===== src/rtl/core/tbe_pkg.sv =====
// ----------------------------------------------------------------------------
// Threshold bitmap encoder package
// Shared widths, group constants and the beat types passed between the
// classifier, the group packer and the queues.
// ----------------------------------------------------------------------------
package tbe_pkg;

	localparam int DATA_W     = 32;
	localparam int THR_W      = 31;
	localparam int POS_W      = 4;
	localparam int IDX_W      = 20;
	localparam int CNT_W      = 25;
	localparam int GROUP_BITS = 16;
	localparam int WORD_W     = 2 * GROUP_BITS;
	localparam int GROUP_SIZE = 16;

	localparam logic [THR_W-1:0] THR_RESET = 31'd66;
	localparam logic [CNT_W-1:0] MAX_FLAGS = 25'd16777216;

	typedef struct packed {
		logic signed [DATA_W-1:0] residual;
		logic                     flag;
		logic                     sign;
		logic                     last;
	} class_t;

	typedef struct packed {
		logic signed [DATA_W-1:0] residual;
		logic                     word_valid;
		logic [WORD_W-1:0]        packed_word;
		logic [IDX_W-1:0]         word_index;
		logic [CNT_W-1:0]         flagged_count;
	} result_t;

endpackage


===== src/rtl/core/tbe_fifo.sv =====
// ----------------------------------------------------------------------------
// Show-ahead queue
// Small circular buffer of flop entries; the head beat is visible while
// empty is low. Write and read may happen in the same cycle.
// ----------------------------------------------------------------------------
module tbe_fifo #(
	parameter int WIDTH = 8,
	parameter int DEPTH = 2
) (
	input  logic             clk,
	input  logic             arst_n,
	input  logic             wr_en,
	input  logic [WIDTH-1:0] wr_data,
	output logic             full,
	input  logic             rd_en,
	output logic [WIDTH-1:0] rd_data,
	output logic             empty
);

	localparam int PTR_W = (DEPTH > 1) ? $clog2(DEPTH) : 1;
	localparam int CNT_W = $clog2(DEPTH + 1);

	logic [WIDTH-1:0] entries_q [DEPTH];
	logic [PTR_W-1:0] wr_ptr_q;
	logic [PTR_W-1:0] rd_ptr_q;
	logic [CNT_W-1:0] count_q;
	logic             do_wr;
	logic             do_rd;

	assign full    = (count_q == CNT_W'(DEPTH));
	assign empty   = (count_q == '0);
	assign do_wr   = wr_en && !full;
	assign do_rd   = rd_en && !empty;
	assign rd_data = entries_q[rd_ptr_q];

	always_ff @(posedge clk) begin
		if (do_wr) begin
			entries_q[wr_ptr_q] <= wr_data;
		end
	end

	always_ff @(posedge clk or negedge arst_n) begin
		if (!arst_n) begin
			wr_ptr_q <= '0;
			rd_ptr_q <= '0;
			count_q  <= '0;
		end else begin
			if (do_wr) begin
				wr_ptr_q <= (wr_ptr_q == PTR_W'(DEPTH - 1)) ? '0 : wr_ptr_q + 1'b1;
			end
			if (do_rd) begin
				rd_ptr_q <= (rd_ptr_q == PTR_W'(DEPTH - 1)) ? '0 : rd_ptr_q + 1'b1;
			end
			unique case ({do_wr, do_rd})
				2'b10:   count_q <= count_q + 1'b1;
				2'b01:   count_q <= count_q - 1'b1;
				default: count_q <= count_q;
			endcase
		end
	end

endmodule


===== src/rtl/core/tbe_front.sv =====
// ----------------------------------------------------------------------------
// Threshold bitmap encoder classifier
// Holds the threshold register and sorts each value into flagged, sign-only
// or pass-through, producing its residual.
// ----------------------------------------------------------------------------
module tbe_front
	import tbe_pkg::*;
(
	input  logic                     clk,
	input  logic                     arst_n,
	input  logic                     cfg_valid,
	output logic                     cfg_ready,
	input  logic [THR_W-1:0]         cfg_threshold,
	input  logic signed [DATA_W-1:0] value,
	input  logic                     last,
	output class_t                   item
);

	logic [THR_W-1:0]  thr_q;
	logic [DATA_W-1:0] raw;
	logic [DATA_W-1:0] mag;
	logic [DATA_W-1:0] thr_ext;
	logic [DATA_W-1:0] half_ext;
	logic              neg;
	logic              ge_thr;
	logic              ge_half;

	assign cfg_ready = 1'b1;

	always_ff @(posedge clk or negedge arst_n) begin
		if (!arst_n) begin
			thr_q <= THR_RESET;
		end else if (cfg_valid) begin
			thr_q <= cfg_threshold;
		end
	end

	always_comb begin
		raw      = value;
		neg      = raw[DATA_W-1];
		mag      = neg ? (DATA_W'(0) - raw) : raw;
		thr_ext  = {1'b0, thr_q};
		half_ext = {2'b00, thr_q[THR_W-1:1]};
		ge_thr   = (mag >= thr_ext);
		ge_half  = (mag >= half_ext);

		item.last = last;
		priority if (ge_thr) begin
			item.flag     = 1'b1;
			item.sign     = neg;
			item.residual = neg ? (raw + thr_ext) : (raw - thr_ext);
		end else if (neg && ge_half) begin
			item.flag     = 1'b0;
			item.sign     = 1'b1;
			item.residual = raw + half_ext;
		end else begin
			item.flag     = 1'b0;
			item.sign     = 1'b0;
			item.residual = raw;
		end
	end

endmodule


===== src/rtl/core/tbe_back.sv =====
// ----------------------------------------------------------------------------
// Threshold bitmap encoder group packer
// Keeps the group bitmap, position, word index and flag count, and builds
// one result beat per classified beat.
// ----------------------------------------------------------------------------
module tbe_back
	import tbe_pkg::*;
(
	input  logic    clk,
	input  logic    arst_n,
	input  logic    fire,
	input  class_t  item,
	output result_t result
);

	logic [WORD_W-1:0]     bits_q;
	logic [POS_W-1:0]      pos_q;
	logic [IDX_W-1:0]      word_q;
	logic [CNT_W-1:0]      total_q;
	logic [GROUP_BITS-1:0] pos_hot;
	logic [WORD_W-1:0]     bits_next;
	logic [CNT_W-1:0]      total_next;
	logic [POS_W:0]        pos_inc;
	logic                  emit;

	always_comb begin
		pos_hot   = GROUP_BITS'(1) << pos_q;
		bits_next = bits_q | {(item.sign ? pos_hot : '0), (item.flag ? pos_hot : '0)};

		total_next = total_q;
		if ((item.flag || item.sign) && (total_q < MAX_FLAGS)) begin
			total_next = total_q + 1'b1;
		end

		pos_inc = {1'b0, pos_q} + 1'b1;
		emit    = item.last || (pos_inc >= (POS_W + 1)'(GROUP_SIZE));

		result.residual      = item.residual;
		result.word_valid    = emit;
		result.packed_word   = emit ? bits_next : '0;
		result.word_index    = emit ? word_q : '0;
		result.flagged_count = total_next;
	end

	always_ff @(posedge clk or negedge arst_n) begin
		if (!arst_n) begin
			bits_q  <= '0;
			pos_q   <= '0;
			word_q  <= '0;
			total_q <= '0;
		end else if (fire) begin
			if (emit) begin
				bits_q <= '0;
				pos_q  <= '0;
			end else begin
				bits_q <= bits_next;
				pos_q  <= pos_inc[POS_W-1:0];
			end
			if (item.last) begin
				word_q  <= '0;
				total_q <= '0;
			end else begin
				word_q  <= emit ? word_q + 1'b1 : word_q;
				total_q <= total_next;
			end
		end
	end

endmodule


===== src/rtl/core/threshold_bitmap_encoder.sv =====
// ----------------------------------------------------------------------------
// Threshold bitmap encoder
// Streams signed Q16.16 values, returns residuals and packed group bitmaps.
// ----------------------------------------------------------------------------
// Input side is a queue: a beat (value, last) is taken when push is high
// and full is low. Result side is a queue: the oldest result sits on the
// result ports while empty is low and is taken when pop is high.
// Every input beat gives exactly one result beat; word_valid marks the beat
// that closes a group of 16 values or the vector (last).
// The threshold is written over cfg_valid/cfg_ready (ready is always high).
// User must write it between vectors while the block is drained (unchecked).
// Path: a taken beat is classified into the middle queue, then the packer
// writes its result into the output queue, whose oldest beat sits on the
// result ports until it is popped.
// Throughput: one beat per cycle while the receiver keeps popping, set by
// the single packer state update per cycle.
// Receiver stall: the output queue fills, the packer halts, the middle
// queue fills and full rises; nothing is dropped.
// Reset: threshold returns to 66, group and vector state clear, both
// queues empty.
// ----------------------------------------------------------------------------
module threshold_bitmap_encoder
	import tbe_pkg::*;
#(
	parameter int MID_DEPTH = 2,
	parameter int OUT_DEPTH = 2
) (
	input  logic                     clk,
	input  logic                     arst_n,
	input  logic                     cfg_valid,
	output logic                     cfg_ready,
	input  logic [THR_W-1:0]         cfg_threshold,
	input  logic                     push,
	output logic                     full,
	input  logic signed [DATA_W-1:0] value,
	input  logic                     last,
	output logic                     empty,
	input  logic                     pop,
	output logic signed [DATA_W-1:0] residual,
	output logic                     word_valid,
	output logic [WORD_W-1:0]        packed_word,
	output logic [IDX_W-1:0]         word_index,
	output logic [CNT_W-1:0]         flagged_count
);

	class_t  front_item;
	class_t  mid_item;
	result_t back_result;
	result_t out_result;
	logic    mid_full;
	logic    mid_empty;
	logic    out_full;
	logic    back_fire;

	tbe_front u_front (
		.clk           (clk),
		.arst_n        (arst_n),
		.cfg_valid     (cfg_valid),
		.cfg_ready     (cfg_ready),
		.cfg_threshold (cfg_threshold),
		.value         (value),
		.last          (last),
		.item          (front_item)
	);

	tbe_fifo #(
		.WIDTH ($bits(class_t)),
		.DEPTH (MID_DEPTH)
	) u_mid_fifo (
		.clk     (clk),
		.arst_n  (arst_n),
		.wr_en   (push),
		.wr_data (front_item),
		.full    (mid_full),
		.rd_en   (back_fire),
		.rd_data (mid_item),
		.empty   (mid_empty)
	);

	assign full      = mid_full;
	assign back_fire = !mid_empty && !out_full;

	tbe_back u_back (
		.clk    (clk),
		.arst_n (arst_n),
		.fire   (back_fire),
		.item   (mid_item),
		.result (back_result)
	);

	tbe_fifo #(
		.WIDTH ($bits(result_t)),
		.DEPTH (OUT_DEPTH)
	) u_out_fifo (
		.clk     (clk),
		.arst_n  (arst_n),
		.wr_en   (back_fire),
		.wr_data (back_result),
		.full    (out_full),
		.rd_en   (pop),
		.rd_data (out_result),
		.empty   (empty)
	);

	assign residual      = out_result.residual;
	assign word_valid    = out_result.word_valid;
	assign packed_word   = out_result.packed_word;
	assign word_index    = out_result.word_index;
	assign flagged_count = out_result.flagged_count;

endmodule


===== config.mk =====
export PLATFORM = sky130hd
export DESIGN_NAME = threshold_bitmap_encoder
export DESIGN_NICKNAME = d
export VERILOG_FILES = /design/src/rtl/core/tbe_pkg.sv /design/src/rtl/core/tbe_fifo.sv /design/src/rtl/core/tbe_front.sv /design/src/rtl/core/tbe_back.sv /design/src/rtl/core/threshold_bitmap_encoder.sv
export SDC_FILE = /design/constraint.sdc
export NUM_CORES = 1
export LEC_CHECK = 0
export BUFFER_PORTS_ARGS = -buffer_cell sky130_fd_sc_hd__buf_2
export CAP_MARGIN = 0
export CORE_MARGIN = 2
export CORE_UTILIZATION = 40
export DETAILED_ROUTE_END_ITERATION = 10
export SLEW_MARGIN = 20
export SYNTH_ARGS = -nofsm -noshare
export SYNTH_HDL_FRONTEND = slang
export SYNTH_HIERARCHICAL = 1
export SYNTH_SLANG_ARGS = --single-unit

===== constraint.sdc =====
create_clock -name clk -period 18.03 [get_ports clk]
set_input_delay 2.7045 -clock clk [delete_from_list [all_inputs] [get_ports clk]]
set_output_delay 2.7045 -clock clk [all_outputs]
set_load 0.005 [all_outputs]

# Word level (Yosys, flattened, before mapping)
# Memories as Yosys holds them, arrays and structs flattened.
# Cells that the tools add are included.
totals:
  ramBits: 290
  out_inout_bits: 113
  elab_cells: 83
  in_bits: 69
  register_bits: 120
  mem_count: 2
op_classes:
  n_addsub: 15
  shifts: 1
  n_bitwise: 1
  n_eq_ne: 6
  muxes: 24
  magnitude_cmp: 4
  reduce_logical: 19
memory_table:
  columns: ["memory", "words", "word_bits", "read_ports", "rd_ports_with_merged_regs", "write_ports", "line", "rtl"]
  rows:
  - ["u_out_fifo.entries_q", 2, 110, 1, 0, 1, "tbe_fifo.sv:23", "logic [WIDTH-1:0] entries_q [DEPTH];"]
  - ["u_mid_fifo.entries_q", 2, 35, 1, 0, 1, "tbe_fifo.sv:23", null]
ops:
  columns: ["op", "n"]
  rows:
  - ["2-to-1 mux 32 bit", 4]
  - ["2-to-1 mux 34 bit", 2]
  - ["2-to-1 mux 20 bit", 3]
  - ["2-to-1 mux 25 bit", 2]
  - ["adder 32 x 30 -> 32 bit", 1]
  - ["adder 32 x 31 -> 32 bit", 1]
  - [">= comparator 32 x 30 -> 1 bit", 1]
  - [">= comparator 32 x 31 -> 1 bit", 1]
  - ["2-to-1 mux 16 bit", 2]
  - ["bitwise OR 32 bit", 1]
  - ["subtractor 1 x 32 -> 32 bit, first input constant", 1]
  - ["subtractor 32 x 31 -> 32 bit", 1]
  - ["adder 25 x 1 -> 25 bit, second input constant", 1]
  - ["less-than comparator 25 bit, second input constant", 1]
  - ["adder 20 x 1 -> 20 bit, second input constant", 1]
  - ["left shift 1 x 4 -> 16 bit, first input constant", 1]
  - ["equality test 2 bit, second input constant", 4]
  - ["2-to-1 mux 1 bit", 8]
  - ["case mux 2 bit (2 select lines)", 2]
  - ["logical AND 1 bit", 7]
  - ["nonzero test 2 bit", 3]
  - ["adder 4 x 1 -> 5 bit, second input constant", 1]
  - [">= comparator 5 bit, second input constant", 1]
  - ["adder 1 bit, second input constant", 4]
  - ["other kinds (8)", 16]

# Logic depth before layout (Yosys ltp)
# Gate-level depths: netlist of the first run.
depth:
  depth_word: 6
  depth_mapped: 20

# Modules after synthesis
# Netlist of the first run, hierarchy kept.
modules_own_cells:
  columns: ["module", "area_per_inst_um2", "cells_each", "instances"]
  rows:
  - ["tbe_fifo at u_out_fifo", 8161.6, 360, 1]
  - ["tbe_front", 7365.8, 995, 1]
  - ["tbe_back", 5114.9, 598, 1]
  - ["tbe_fifo at u_mid_fifo", 2872.8, 127, 1]
  - ["threshold_bitmap_encoder", 3.8, 1, 1]

# Worst setup path after synthesis of the first run
# No wires, ideal clock.
synth_timing:
  kind: "input to register"
  start: "in value[13]"
  end: "mem u_mid_fifo/entries_q[0][4] (netlist bit), data pin"
  t_arrival_ns: 6.735
  slack_ns: 11.033
  required_time_ns: 17.768
  path_stages: 17
  cell_sequence: "or4_4 > or4_4 > or2_2 > or3_1 > o41ai_1 > xnor2_1 > ha_1 > nand2_1 > or3_1 > a2111o_1 > o211ai_1 > o31a_1 > o21ai_4 > buf_6 > nand2_1 > o21ai_0 > mux2_2"
synth_rtl:
  columns: ["item", "line", "rtl"]
  rows:
  - ["start: declaration", "threshold_bitmap_encoder.sv:35", "input logic signed [DATA_W-1:0] value,"]
  - ["end: declaration", "tbe_fifo.sv:23", null]

==> results of run 1 <==
-- state kept, by name, summed over array words and instances (netlist names) --
name	cells
u_out_fifo/entries_q	220
u_mid_fifo/entries_q	70
u_back/bits_q	32
u_front/thr_q	31
u_back/total_q	25
u_back/word_q	20
u_back/pos_q	4
u_mid_fifo/count_q	2
u_out_fifo/count_q	2
u_mid_fifo/rd_ptr_q	1
u_mid_fifo/wr_ptr_q	1
u_out_fifo/rd_ptr_q	1
u_out_fifo/wr_ptr_q	1
-- cell type report --
type	instances	area [um^2]	area share
inverters	68	256	0.00983
clock inverters	30	189	0.00724
clock buffers	54	1180	0.0453
diodes	1	2.50	0.0000959
flip-flops and latches	410	11700	0.449
well taps	765	957	0.0367
repair buffers	193	1020	0.0391
multi-input cells	1471	10800	0.412
-- metal layers --
layer	track usage	vias up	part of all wire
met1	0.244	7898	0.46
li1	-	7881	-
met5	0	-	0
met2	0.304	364	0.47
met3	0.0257	86	0.042
met4	0.0544	0	0.026
-- through the flow --
stage / power, mW / utilization
final: 3.77 / 0.450
after global routing: 4.02 / 0.450
after CTS: 3.84 / 0.450
after detailed placement: 2.97 / 0.426
after global placement: 2.93 / 0.426
after floorplan: 2.55 / -
-- how the worst min path moves through the flow --
stage	end	slack (ns)
final	u_back/bits_q[8]$_DFFE_PN0P_	0.50
after global routing	u_back/bits_q[6]$_DFFE_PN0P_	0.52
after CTS	u_back/bits_q[7]$_DFFE_PN0P_	0.50
after detailed placement	u_back/bits_q[7]$_DFFE_PN0P_	0.48
after global placement	u_back/bits_q[5]$_DFFE_PN0P_	0.48
after floorplan	u_back/word_q[6]$_DFFE_PN0P_	0.45
-- kinds of logic (layout without fill, tap and decap cells) --
family                   Yosys count  after routing  share of synthesized area
buffers and inverters            200            345                     0.0459
flip-flops                       410            410                      0.498
other                              1              2                   0.000159
XOR/XNOR                         138            138                     0.0514
adder cells (fa/ha/maj)          136            136                     0.0730
multiplexers                     172            172                     0.0860
AO/OA/AOI/OAI                    481            481                      0.131
AND/OR/NAND/NOR                  543            543                      0.114
-- cells in the final DEF, fill, tap and decap left out, drive strengths merged, types with 38 or more instances in the layout --
cell and instances:
edfxtp 290, buf 193, nor2 166, a21oi 157
mux2 151, nand2 135, ha 134, dfrtp 118
xnor2 115, o21ai 99, inv 69, clkbuf 54
nand3 38, and2 38
-- worst register-to-register path: stages (launching register included) --
cell and delay [ns]:
dfrtp_1 0.43, nor4_1 0.44, and2_1 0.21, and4_1 0.29, and4_1 0.33, a21oi_1 0.11, xnor2_1 0.27, ha_1 0.34
a211oi_1 0.32, nand2_1 0.13, a21oi_1 0.13, a21boi_0 0.16, a211o_1 0.34, a2111oi_0 0.68, o31ai_1 0.18, xnor2_1 0.21
mux2i_1 0.13
-- power breakdown --
part,total (mW),internal (mW),switching [mW]
Combinational,1.39,0.563,0.829
Sequential,1.53,1.43,0.104
Clock,0.849,0.473,0.377
==> metrics.md, run 1 <==
| Metric | Value |
|---|---|
| Worst skew pair latency | `~0.57 ns` |
| Hold depth | `2` |
| Fin crit period | `7.61 ns` |
| Min-delay worst type | `flop to flop` |
| Placement Rows | `between 80 and 90` |
| Yosys warns | `6` |
| Longest Clk Path Bufs | `3` |
| DRC | `0` |
| Register area share after synthesis | `0.498` |
| DR WL/cell | `18.6 um` |
| Post-place instance area | `0.0247 mm^2` |
| Post-Syn Nets | `approximately 2,300` |
| Top cell type's share of synthesized area | `0.370` |
| Largest net degree at the start of global routing | `70` |
| FILL cells | `5,431` |
| Setup TNS Final | `0 ns` |
| Syn_area_per_cell | `11.3 um^2` |
| Period utilization | `0.422` |
| Nets | `2,394` |
| CP max FO | `40` |
| I/O Pins | `182` |
| Setup bufs post-CTS | `0` |
| CP arrival | `7.92 ns` |
| Synth area leader | `edfxtp_1` |
| Fin Hold WS | `between 0.4 and 0.5 ns` |
| Reg2Reg Depth | `16` |
| Design Area, Final | `0.0261 mm^2` |
| Total CTS buffers | `45` |
| Vias per inst | `~5.4` |
| Dpl ws | `between 9 and 10 ns` |
| Clock root buffer | `clkbuf_16` |
| Final WS setup | `10.42 ns` |
| Count leader, synth | `edfxtp_1` |
| Placer Congestion | `approximately 0.93` |
| CP max stage delay | `roughly 0.57 ns` |
| Share of post-route cells with drive strength above 1 | `0.201` |
| P per Cell Area | `145 mW/mm^2` |
| Initial Util | `0.406` |
| Initial antenna violation count | `1` |
| Fmax | `between 0.1 and 0.15 GHz` |
| Asr flop ratio synth | `0.293` |
| Slowest-stage cell, CP | `or4_4` |
| CP startpoint | `value[13]` |
| Hold-fix buffers, CTS | `0` |
| Post-CTS resize count | `0` |
| Num Clock Sinks | `410` |
| Top Family by Delay on Critical Path | `simple AND/OR/NAND/NOR gates` |
| H-tree depth | `2` |
| I/O Buffers | `between 150 and 200` |
| Drt total wl | `between 50 and 60 mm` |
| Data required, critical path | `18.34 ns` |
| Outcome | `completed` |
| RR Endpoint | `u_mid_fifo/entries_q[1][32]$_DFFE_PP_` |
| Placed cells | `2,906` |
| Max Cap Viol | `0` |
| CP Capture Type | `flop` |
| Synth top cells by count | `edfxtp_1, nor2_1, a21oi_1` |
| FF-to-FF setup slack | `13.04 ns` |
| Total congestion overflow | `0` |
| Least-Margin Pin Slew | `approximately 1.0 ns` |
| Layout Skew | `between 0.01 and 0.015 ns` |
| Most used DFF post-synth | `edfxtp_1` |
| CP Buf/Inv Count | `3` |
| Die Span Y | `~250 um` |
| Critical path depth in cells | `18` |
| Max IR drop VDD | `roughly 0.079 mV` |
| DP Wirelength | `39.0 mm` |
| Detail Route Antenna Nets | `0` |
| Post-route non-filler standard cell count | `2,992` |
| Die footprint | `0.0608 mm^2` |
| CP Launch Type | `primary input` |
| Die width | `roughly 250 um` |
| Post-Syn Area | `around 0.024 mm^2` |
| CP cell instances | `buf_2, or4_4, or4_4, or2_2, or3_1, o41ai_1, xnor2_1, ha_1, a21o_1, a21o_1, a21oi_1, nor2b_1, o21ai_0, o211ai_1, nor2_2, buf_4, inv_1, o41a_1` |
| FF+latch count, synth | `410` |
| Post-synth EDFFs | `290` |
| Worst-path clk slew | `0.06 ns` |
| RSZ-0062 raised after global routing | `no` |
| Rel. slew slack | `0.333` |
| CP endpoint | `u_mid_fifo/entries_q[1][1]$_DFFE_PP_` |
| Final Hold Viols | `0` |
| Worst r2r src | `u_front/thr_q[4]$_DFFE_PN0P_` |
| DR vias | `about 16,000` |
| Global-route wire length before repair | `87.5 mm` |
| Synth unique cells | `around 80` |
| Max-slew violations | `0` |
| DR pass1 iterations | `7` |
| Hold path startpoint | `u_back/bits_q[8]$_DFFE_PN0P_` |
| CTS tree | `yes` |
| Final setup violation count | `0` |
| Dominant cells by area after synthesis | `edfxtp_1, dfrtp_1, ha_1` |
| Initial drt markers | `960` |
| P&R area growth vs syn | `10.9%` |
| Static Leak | `10.4 nW` |
| Crit Path Category | `primary input to flop` |
| Post-synthesis cell count | `2,081` |
| Vias in the first global route | `16,200` |
| Core Region | `just under 0.06 mm^2` |
| GRT Util Overall | `0.182` |
(Power assumes the default switching activity.)
==> run 2: changes to the inputs <==
==> constraint.sdc (replaced) <==
create_clock -name clk -period 7.62 [get_ports clk]
set_input_delay 1.143 -clock clk [delete_from_list [all_inputs] [get_ports clk]]
set_output_delay 1.143 -clock clk [all_outputs]
set_load 0.005 [all_outputs]
==> run 2 against run 1 <==
Clock power grew to 2.5 times the previous value. Flip-flop and latch count stayed put. Critical path depth stayed put. Setup slack worse by 8.5 ns. Wire length is 1.5% lower. Sequential power is 140% higher. Highest routed layer unchanged.
==> metrics.md, run 2 (synthesis gave the netlist of run 1 again) <==
| Metric | Value |
|---|---|
| Largest Register | `u_out_fifo/entries_q` |
| DP Wirelength | `39.3 mm` |
| Antenna Cells | `0` |
| Fin crit period | `5.66 ns` |
| Die footprint | `0.0608 mm^2` |
| Max-slew violations | `0` |
| Hold depth | `2` |
| DR pass1 iterations | `5` |
| Most frequent cells in the layout | `edfxtp_1, buf_2, nor2_1` |
| RSZ-0062 raised after global routing | `no` |
| Max Cap Viol | `0` |
| Crit Path Category | `primary input to flop` |
| CP Capture Type | `flop` |
| I/O Pins | `~180` |
| Core Region | `~0.058 mm^2` |
| Min-delay worst type | `flop to flop` |
| GRT Util Overall | `0.178` |
| Vias per inst | `5.39` |
| Max IR drop VDD | `about 0.19 mV` |
| Data required, critical path | `7.88 ns` |
| Final Hold Viols | `0` |
| Nets | `roughly 2,400` |
| Layout Skew | `0.0131 ns` |
| I/O Buffers | `180` |
| Static Leak | `10.4 nW` |
| Placer Congestion | `0.923` |
| Detail Route Antenna Nets | `0` |
| Largest regs | `u_out_fifo/entries_q: 220 flops, u_mid_fifo/entries_q: 70 flops, u_back/bits_q: 32 flops` |
| Rel. slew slack | `0.315` |
| DR WL/cell | `18.3 um` |
| Most common cell after layout, fill and taps aside | `edfxtp_1` |
| Vias in the first global route | `15,900` |
| Share of post-route cells with drive strength above 1 | `0.201` |
| Initial drt markers | `1,015` |
| Num Clock Sinks | `410` |
| DR vias | `16,100` |
| CTS tree | `yes` |
| Final WS setup | `1.96 ns` |
| Die width | `between 200 and 250 um` |
| CP max FO | `44` |
| Total CTS buffers | `44` |
| Largest net degree at the start of global routing | `77` |
| Reg2Reg Depth | `16` |
| Initial antenna violation count | `1` |
| Global-route wire length before repair | `85.3 mm` |
| Longest Clk Path Bufs | `3` |
| Worst-path clk slew | `~0.060 ns` |
| Setup bufs post-CTS | `0` |
| Fin Hold WS | `between 0.4 and 0.5 ns` |
| Final setup violation count | `0` |
| Hold-fix buffers, CTS | `0` |
| Period utilization | `0.743` |
| Design Area, Final | `between 0.02 and 0.03 mm^2` |
| Max reg flops | `220` |
| Least-Margin Pin Slew | `about 1.0 ns` |
| Clock root buffer | `clkbuf_16` |
| Placement Rows | `88` |
| DRC | `0` |
| Die Span Y | `~250 um` |
| Total congestion overflow | `0` |
| CP Launch Type | `primary input` |
| Worst skew pair latency | `between 0.5 and 0.6 ns` |
| H-tree depth | `2` |
| Post-place instance area | `0.0247 mm^2` |
| Drt total wl | `54.7 mm` |
| CP arrival | `5.92 ns` |
| Initial Util | `0.406` |
| Setup TNS Final | `0 ns` |
| Outcome | `completed` |
| P&R area growth vs syn | `11.3%` |
| Fmax | `0.177 GHz` |
| FILL cells | `5,439` |
| Dpl ws | `approximately 1.4 ns` |
| Post-CTS resize count | `0` |
| P per Cell Area | `roughly 350 mW/mm^2` |
run 2: cell count changes in the layout (fill, tap and decap cells not counted), moves of 2 or more:
cell       before  now
clkinv_4        3    0
clkbuf_1        8    6
clkinv_2       15    9
clkbuf_16      46   44
bufinv_16       0    7
inv_6           0    2
buf_4          13   16
run 2: report_power, final:
part | switching [mW] | total [mW] | internal, mW
logic | 1.94 | 3.26 | 1.33
registers | 0.258 | 3.63 | 3.37
clock network | 0.846 | 2.15 | 1.30
total | 3.04 | 9.05 | 6.01
run 2: final cells by class:
| cell class | count | area, um^2 | area share |
|---|---|---|---|
| Clock buffer | 51 | 1140 | 0.0434 |
| Sequential cell | 410 | 11700 | 0.448 |
| Multi-Input combinational cell | 1471 | 10800 | 0.411 |
| Clock inverter | 27 | 322 | 0.0123 |
| Timing Repair Buffer | 196 | 1040 | 0.0396 |
| Tap cell | 765 | 957 | 0.0366 |
| Inverter | 68 | 256 | 0.00980 |
run 2: path summary, 6_finish.rpt:
| check | start | endpoint | slack, ns |
|---|---|---|---|
| min in group asynchronous | arst_n | u_back/total_q[13]$_DFFE_PN0P_ | 0.60 |
| min reg2reg | u_back/bits_q[27]$_DFFE_PN0P_ | u_back/bits_q[27]$_DFFE_PN0P_ | 0.50 |
| min | u_back/bits_q[27]$_DFFE_PN0P_ | u_back/bits_q[27]$_DFFE_PN0P_ | 0.50 |
| max reg2reg | u_front/thr_q[4]$_DFFE_PN0P_ | u_mid_fifo/entries_q[1][32]$_DFFE_PP_ | 2.62 |
| max | value[13] | u_mid_fifo/entries_q[1][32]$_DFFE_PP_ | 1.96 |
| max in group asynchronous | arst_n | u_out_fifo/rd_ptr_q$_DFFE_PN0P_ | 5.46 |
run 2: worst max-delay path, cell delays in order:
cell	delay, ns
buf_2	0.15
or4_4	0.56
or4_4	0.45
or2_2	0.32
or3_1	0.39
o41ai_1	0.33
xnor2_1	0.16
ha_1	0.31
nand2_1	0.07
or3_1	0.43
a2111o_1	0.37
o211ai_1	0.09
o31a_1	0.28
o21ai_4	0.08
buf_12	0.19
inv_2	0.24
mux2i_1	0.23
mux2i_1	0.11
run 2: metal layers:
layer	GRT usage	routed length [um]
met5	0	0
met4	0.0528	1440
met3	0.0245	2440
met2	0.307	26500
met1	0.232	24400
run 2: per-stage QoR:
step | util | total power, mW | std cells
2_1_floorplan | - | 6.04 | 2081
3_3_place_gp | 0.427 | 6.95 | 2910
3_5_place_dp | 0.427 | 7.01 | 2910
4_1_cts | 0.452 | 9.21 | 2988
5_1_grt | 0.452 | 9.64 | 2988
6_report | 0.452 | 9.05 | 2988
==> run 3: changes to the inputs <==
--- a/config.mk
+++ b/config.mk
@@ -5,6 +5,7 @@
 export SDC_FILE = /design/constraint.sdc
 export NUM_CORES = 1
 export LEC_CHECK = 0
+export ABC_AREA = 1
 export BUFFER_PORTS_ARGS = -buffer_cell sky130_fd_sc_hd__buf_2
 export CAP_MARGIN = 0
 export CORE_MARGIN = 2
==> constraint.sdc (replaced) <==
create_clock -name clk -period 5.1 [get_ports clk]
set_input_delay 0.765 -clock clk [delete_from_list [all_inputs] [get_ports clk]]
set_output_delay 0.765 -clock clk [all_outputs]
set_load 0.005 [all_outputs]
==> run 3 against run 2 <==
Flip-flop and latch count is the same. Final cell count increased by 31%. Wire length rose by 17%. Critical endpoint is now u_mid_fifo/entries_q[0][33]$_DFFE_PP_. Critical path type is now flop to flop. Largest power group unchanged.
==> metrics.md, run 3 <==
| Metric | Value |
|---|---|
| Die Span Y | `252 um` |
| Worst skew pair latency | `0.58 ns` |
| DR WL/cell | `16.3 um` |
| Die width | `roughly 250 um` |
| Initial Util | `0.402` |
| H-tree depth | `2` |
| RSZ-0062 raised after global routing | `no` |
| Final setup violation count | `0` |
| Nets | `between 3,000 and 4,000` |
| Dpl ws | `0.397 ns` |
| Max IR drop VDD | `0.385 mV` |
| Num Clock Sinks | `410` |
| Post-synthesis cell count | `2,963` |
| Worst-path clk slew | `0.06 ns` |
| Least-Margin Pin Slew | `slightly above 1 ns` |
| Post-Syn Nets | `approximately 3,200` |
| Hold-fix buffers, CTS | `0` |
| Max reg flops | `220` |
| Rel. slew slack | `0.325` |
| Share of post-route cells with drive strength above 1 | `0.106` |
| Top cell type's share of synthesized area | `0.353` |
| Synth unique cells | `between 50 and 60` |
| Reg2Reg Depth | `17` |
| Most common cell after layout, fill and taps aside | `nand2_1` |
| Dominant cells by area after synthesis | `edfxtp_1, nand2_1, dfrtp_1` |
| Post-place instance area | `0.0260 mm^2` |
| Longest Clk Path Bufs | `3` |
| FILL cells | `6,088` |
| Setup TNS Final | `0 ns` |
| CTS tree | `yes` |
| Asr flop ratio synth | `0.293` |
| Placement Rows | `91` |
| DR pass1 iterations | `5` |
| Vias per inst | `4.97` |
| DR vias | `19,500` |
| Final Hold Viols | `0` |
| DRC | `0` |
| I/O Buffers | `180` |
| Placed cells | `roughly 3,800` |
| Most frequent cells in the layout | `nand2_1, edfxtp_1, inv_1` |
| Fin Hold WS | `0.211 ns` |
| Layout Skew | `0.0199 ns` |
| CP endpoint | `u_mid_fifo/entries_q[0][33]$_DFFE_PP_` |
| P per Cell Area | `507 mW/mm^2` |
| Max-slew violations | `0` |
| Antenna Cells | `0` |
| Vias in the first global route | `19,100` |
| Drt total wl | `63.7 mm` |
| FF+latch count, synth | `between 400 and 500` |
| GRT Util Overall | `0.201` |
| Die footprint | `0.0637 mm^2` |
| Max Cap Viol | `0` |
| Fmax | `0.240 GHz` |
| Fin crit period | `~4.2 ns` |
| Outcome | `completed` |
| Post-CTS resize count | `0` |
| Global-route wire length before repair | `around 100 mm` |
| Worst r2r src | `u_front/thr_q[2]$_DFFE_PN0P_` |
| Crit Path Category | `flop to flop` |
| CP Launch Type | `flop` |
| CP Capture Type | `flop` |
| Synth area leader | `edfxtp_1` |
| Count leader, synth | `nand2_1` |
| Setup bufs post-CTS | `0` |
| Largest Register | `u_out_fifo/entries_q` |
| Placer Congestion | `0.921` |
| Yosys warns | `6` |
| Static Leak | `12.7 nW` |
| Total CTS buffers | `46` |
| CP startpoint | `u_front/thr_q[2]$_DFFE_PN0P_` |
| Initial antenna violation count | `1` |
| CP arrival | `4.61 ns` |
| Core Region | `about 0.06 mm^2` |
| Post-synth EDFFs | `290` |
| Detail Route Antenna Nets | `0` |
| CP max FO | `5` |
| I/O Pins | `182` |
| Clock root buffer | `clkbuf_16` |
| Largest regs | `u_out_fifo/entries_q: 220 flops, u_mid_fifo/entries_q: 70 flops, u_back/bits_q: 32 flops` |
| Period utilization | `0.817` |
| Largest net degree at the start of global routing | `88` |
| Data required, critical path | `approximately 5.6 ns` |
| P&R area growth vs syn | `11.7%` |
| DP Wirelength | `47.2 mm` |
| Post-route non-filler standard cell count | `3,917` |
| Register area share after synthesis | `0.475` |
| Most used DFF post-synth | `edfxtp_1` |
| Design Area, Final | `0.0275 mm^2` |
| Total congestion overflow | `0` |
| Final WS setup | `approximately 0.93 ns` |
| RR Endpoint | `u_mid_fifo/entries_q[0][33]$_DFFE_PP_` |
| Min-delay worst type | `primary input to async pin` |
| Syn_area_per_cell | `between 8 and 9 um^2` |
| FF-to-FF setup slack | `0.93 ns` |
| Initial drt markers | `1,277` |
| Synth top cells by count | `nand2_1, edfxtp_1, inv_1` |
| Post-Syn Area | `between 0.02 and 0.025 mm^2` |
-- run 3: changes by cell type after synthesis, moves of 25 or more --
cell,change
a21oi_1,-38
and2_1,-25
inv_1,+207
mux2_2,-121
mux2_4,-30
nand2_1,+858
nand3_1,+119
nor2_1,+93
o21ai_0,+55
xnor2_1,-95
xor2_1,+73
-- run 3: worst max-delay path, cell delays in order, from the launching register on --
cell and delay (ns):
dfrtp_1 0.42, nor3_1 0.31, nand3_1 0.18, nor3_2 0.25, nand2_1 0.19, nor2_1 0.22
nand3_1 0.24, o21ai_0 0.26, xor2_1 0.26, ha_1 0.35, a21oi_1 0.16, o21ai_0 0.17
a211oi_1 0.24, nand2_1 0.22, a21oi_1 0.22, xor2_1 0.21, nand2_1 0.07, nand2_1 0.09
-- run 3: routing by layer --
| metal | vias up | GRT usage | part of all wire |
|---|---|---|---|
| met5 | - | 0 | 0.00019 |
| met4 | 2 | 0.0637 | 0.028 |
| met3 | 99 | 0.0238 | 0.041 |
| met2 | 410 | 0.339 | 0.47 |
| met1 | 8964 | 0.271 | 0.46 |
| li1 | 9981 | - | - |
-- run 3: through the flow --
stage / utilization / power [mW]
after floorplan: - / 9.06
after global placement: 0.423 / 10.7
after detailed placement: 0.423 / 10.7
after CTS: 0.448 / 14.2
after global routing: 0.449 / 15.0
final: 0.449 / 14.0
-- run 3: area by class of cell --
| cell class | instances | area (um^2) | share of cell area |
|---|---|---|---|
| multi-input cells | 2142 | 11100 | 0.402 |
| repair buffers | 199 | 1110 | 0.0402 |
| flip-flops and latches | 410 | 11700 | 0.425 |
| clock buffers | 54 | 1190 | 0.0432 |
| well taps | 790 | 988 | 0.0359 |
| inverters | 291 | 1110 | 0.0402 |
| clock inverters | 31 | 357 | 0.0129 |
-- run 3: report_power, final --
group	switching (mW)	internal [mW]
logic	3.63	1.56
registers	0.341	5.04
clock network	1.38	2.00
-- run 3: cell families (layout without fill, tap and decap cells) --
family                     Yosys count  count (layout)  share of synthesized area
xor gates and xnor gates           117             117                     0.0418
DFF                                410             410                      0.475
and+or+nand+nor                   1540            1540                      0.259
adders and majority gates          136             136                     0.0696
AOI/OAI and AO/OA                  348             348                     0.0778
other                                1               1                   0.000152
buffers and inverters              411             575                     0.0769
-- run 3: how the worst min path moves through the flow --
stage                                           start                           endpoint  slack, ns
finish                                         arst_n     u_back/total_q[21]$_DFFE_PN0P_       0.21
global route                                   arst_n     u_back/total_q[21]$_DFFE_PN0P_       0.24
CTS                                            arst_n      u_back/bits_q[30]$_DFFE_PN0P_       0.23
floorplan           u_out_fifo/count_q[1]$_DFFE_PN0P_  u_out_fifo/count_q[1]$_DFFE_PN0P_       0.44
global placement    u_out_fifo/count_q[1]$_DFFE_PN0P_  u_out_fifo/count_q[1]$_DFFE_PN0P_       0.46
detailed placement    u_mid_fifo/wr_ptr_q$_DFFE_PN0P_    u_mid_fifo/wr_ptr_q$_DFFE_PN0P_       0.47
